[src/rtl/tbp_pkg.sv]
// ---------------------------------------------------------------------------
// tbp_pkg
// Shared types, constants and counter helpers of the branch predictor.
// ---------------------------------------------------------------------------
`default_nettype none

package tbp_pkg;

	localparam int ADDR_W     = 48;
	localparam int HIST_W     = 12;
	localparam int PIDX_W     = 12;
	localparam int MAX_IDX_W  = 16;
	localparam int FOLD_SHIFT = 16;

	typedef logic [1:0] ctr_t;

	localparam ctr_t WEAK_LIMIT    = 2'd2;
	localparam ctr_t CTR_MAX       = 2'd3;
	localparam ctr_t CTR_EVEN_INIT = 2'd1;
	localparam ctr_t CTR_ODD_INIT  = 2'd2;

	localparam logic OP_PREDICT = 1'b0;
	localparam logic OP_UPDATE  = 1'b1;

	typedef struct packed {
		logic                 active;
		logic [MAX_IDX_W-1:0] idx;
	} clr_t;

	// saturating step toward taken or not taken
	function automatic ctr_t ctr_bump(input ctr_t c, input logic up);
		ctr_t r;
		if (up) begin
			r = (c < CTR_MAX) ? ctr_t'(c + 2'd1) : CTR_MAX;
		end else begin
			r = (c != 2'd0) ? ctr_t'(c - 2'd1) : 2'd0;
		end
		return r;
	endfunction

	// power-up value: weak not taken at even index, weak taken at odd
	function automatic ctr_t ctr_init(input logic odd);
		return odd ? CTR_ODD_INIT : CTR_EVEN_INIT;
	endfunction

endpackage

`default_nettype wire

[src/rtl/tbp_clear_seq.sv]
// ---------------------------------------------------------------------------
// tbp_clear_seq
// Post-reset sweep that walks every counter index once so the tables
// can be loaded with their power-up values.
// ---------------------------------------------------------------------------
`default_nettype none

module tbp_clear_seq #(
	parameter int SWEEP_BITS = 12
) (
	input  logic          clk,
	input  logic          arst_n,
	output tbp_pkg::clr_t clr
);
	import tbp_pkg::*;

	typedef enum logic [1:0] {
		ST_CLEAR = 2'b01,
		ST_RUN   = 2'b10
	} clr_state_t;

	clr_state_t             state_q;
	logic [SWEEP_BITS-1:0]  cnt_q;

	// advance the sweep, stop after the last index
	always_ff @(posedge clk or negedge arst_n) begin
		if (!arst_n) begin
			state_q <= ST_CLEAR;
			cnt_q   <= '0;
		end else begin
			unique case (state_q)
				ST_CLEAR: begin
					cnt_q <= cnt_q + SWEEP_BITS'(1);
					if (cnt_q == {SWEEP_BITS{1'b1}}) begin
						state_q <= ST_RUN;
					end
				end
				ST_RUN: begin
					cnt_q <= cnt_q;
				end
				default: begin
					state_q <= ST_CLEAR;
				end
			endcase
		end
	end

	assign clr.active = (state_q == ST_CLEAR);
	assign clr.idx    = MAX_IDX_W'(cnt_q);

endmodule

`default_nettype wire

[config.mk]
export PLATFORM = sky130hd
export DESIGN_NAME = tbp_clear_seq
export DESIGN_NICKNAME = d
export VERILOG_FILES = /design/src/rtl/tbp_pkg.sv /design/src/rtl/tbp_clear_seq.sv
export SDC_FILE = /design/constraint.sdc
export NUM_CORES = 1
export LEC_CHECK = 0
export ABC_AREA = 1
export BUFFER_PORTS_ARGS = -buffer_cell sky130_fd_sc_hd__buf_4
export CAP_MARGIN = 20
export CELL_PAD_IN_SITES_DETAIL_PLACEMENT = 0
export CELL_PAD_IN_SITES_GLOBAL_PLACEMENT = 2
export CORE_AREA = 2 2 60 50
export DETAILED_ROUTE_END_ITERATION = 8
export DIE_AREA = 0 0 62 52
export PLACE_DENSITY_LB_ADDON = 0.1
export SETUP_SLACK_MARGIN = 0.1
export SLEW_MARGIN = 40
export SYNTH_ARGS = -nofsm -noshare
export SYNTH_HDL_FRONTEND = slang
export SYNTH_SLANG_ARGS = --single-unit
[constraint.sdc]
create_clock -name clk -period 1.3 [get_ports clk]
set_input_delay 0.065 -clock clk [delete_from_list [all_inputs] [get_ports clk]]
set_output_delay 0.065 -clock clk [all_outputs]
set_load 0.01 [all_outputs]
==> impl_results.md <==
- CTS tree: yes
- Clock sinks: 14
- Chip height: 52 um
- CTS buffer count: 3
- P_leak: 0.492 nW
- Synth Warn #: 0
- I/O Pins: 19
- First-pass GRT wire length: 2470 um
- Routed length per instance: 10.3 um
- Unrepaired setup endpoints after global routing: yes
- Max Cap Violations: 0
- Final TNS setup: 0 ns
- # DRC: 0
- R2r startpoint: cnt_q[1]
- Worst EP required: 1.51 ns
- Root buffer cell: clkbuf_4
- CP max stage cell: dfrtp_1
- Final setup viols: 0
- Initial Utilization: 28.3%
- Final period utilization: 93.9%
- Max clock buf depth: 2
- Worst setup path class: reg2reg
- Sequential area share after synthesis: 46.7%
- Final hold violation count: 0
- R2R Path End: cnt_q[4]
- Largest net degree at the start of global routing: 15
- CP cell instances: ha_2 -> nand3_4 -> nor2_4 -> buf_6 -> xor2_1
- CP Capture Point: cnt_q[4]
- Peak supply drop: 0.460 mV
- Critical Path Start: cnt_q[1]
- Via/cell ratio: 3.97
- Die Width: 62 um
- Core area: 2660 sq um
- Total Nets Final: 110
- Crit path buf inv count: 1
- Total GRT Usage: 10.8%
- Max Slew Vio Count: 0
- Max Clk Rate: 819 MHz
- Post-synthesis instance total: 81
- Top delay family on crit path: flip-flops
- Worst reg-to-reg setup slack: 0.08 ns
- GPL Wtd Cong: 0.681
- DRT Wirelength: 1490 um
- WP data arrival: 1.43 ns
- Skew-Pair Late Insertion Delay: 0.28 ns
- Power Total: 0.000712 W
- Status: finished, final reports clean
- Layout cells sized above 1: 39.6%
- Synthesized flop and latch total: 14
- Worst Hold Class: in2async
- Cell Pwr Density: 710 nW/um^2
- Synthesized cell area: 753 sq um
- DRT antenna net count: 0
- Most common cell after layout, fill and taps aside: buf_4
- Htree depth: 1
- Worst R2R Path Depth: 5
- Mean Syn Cell Area: 9.30 sq um
- DP HPWL: 1090 um
- Antenna violations before repair: 0
- DIE AREA: 3220 sq um
- Drt first-iter violations: 16
- Syn-to-layout area delta: 33.1%
- Vias in the first global route: 498
- CP endpoint kind: register
- Distinct cells, synth: 19
- Clock transition at path regs: 0.09 ns
- CP Launch Type: register
- Ant diodes: 0
- GRT overflow: 0
- Max incr delay on CP: 0.40 ns
- Fill count: 283
- Clock Skews: 0.00778 ns
- Vias: 572
- Period minus WS final: 1.22 ns
- Row Count: 17
- First drt pass iteration count: 4
- Commonest non-fill, non-tap cells in the layout: buf_4 (20), nand2_1 (19), dfrtp_1 (13), inv_1 (9)
- Worst Path Max Fanout: 4
- IO Port Bufs: 14
- CP Depth: 5
-- cell families after synthesis --
family | Yosys count | share of synthesized area [%]
and+or+nand+nor | 41 | 30.9
DFF | 14 | 46.7
xor gates and xnor gates | 7 | 8.14
adders and majority gates | 1 | 1.66
AOI/OAI and AO/OA | 1 | 2.16
other | 1 | 0.498
buffers and inverters | 16 | 9.97
-- what timing repair did --
action / 4_1_cts / 5_1_grt
resized for setup: 0 / 6
hold endpoints to repair: 14 / 0
hold buffers: 1 / 0
setup endpoints to repair: 8 / 12
setup buffers: 3 / 4
gates cloned: 0 / 0
pin swaps: 0 / 11
-- state kept, by name, summed over array words and instances (netlist names) --
register	cells
state_q	2
cnt_q	12
-- power by group --
| part | total [W] | internal [W] | switching, W |
|---|---|---|---|
| registers | 0.000435 | 0.000435 | 0 |
| logic | 0.0000184 | 0.00000402 | 0.0000144 |
| clock network | 0.000258 | 0.000119 | 0.000139 |
| total | 0.000712 | 0.000558 | 0.000154 |
-- final cells by class --
cell class              count  area, sq um  share of cell area (%)
multi-input cells          54          360                    36.0
flip-flops and latches     14          352                    35.1
well taps                  38         47.5                    4.74
inverters                  12         45.0                    4.49
clock buffers               4         26.3                    2.62
repair buffers             22          171                    17.1
-- synthesized netlist by cell type, drive strengths merged --
cell type | number | area share, %
nand2 | 22 | 12
dfrtp | 13 | 43
inv | 12 | 6.0
nand3 | 6 | 4.7
nor2 | 6 | 7.0
nand4 | 5 | 4.2
xnor2 | 5 | 5.8
buf | 4 | 4.0
xor2 | 2 | 2.3
conb | 1 | 0.50
dfstp | 1 | 3.5
ha | 1 | 1.7
nand3b | 1 | 2.7
o21ai | 1 | 2.2
or2 | 1 | 0.83
-- worst min path at each step --
stage,startpoint,slack [ns],to
after floorplan,arst_n,-0.23,cnt_q[0]
after global placement,arst_n,-0.07,cnt_q[1]
after detailed placement,arst_n,-0.07,cnt_q[1]
after CTS,arst_n,0.17,cnt_q[3]
after global routing,arst_n,0.18,cnt_q[2]
final,arst_n,0.18,cnt_q[2]
-- metrics by stage --
step           setup WS [ns]  hold WS [ns]  instance area, sq um  utilization (%)  instances
3_5_place_dp          0.0753       -0.0716                   887             33.4        132
3_3_place_gp          0.0846       -0.0682                   887             33.4        132
6_report              0.0793         0.176                  1000             37.7        144
2_1_floorplan          0.138        -0.231                   764                -         84
4_1_cts               0.0787         0.168                   946             35.6        140
5_1_grt             -0.00556         0.179                  1000             37.7        144
-- per-layer routing --
layer,routed length [um],GRT usage (%),share of wire (%)
met2,647,14.4,43
met5,0,0,0
met1,750,15.3,50
met3,77,5.22,5.2
met4,13,3.19,0.87
Note: power is estimated with default switching activity, not from simulation.
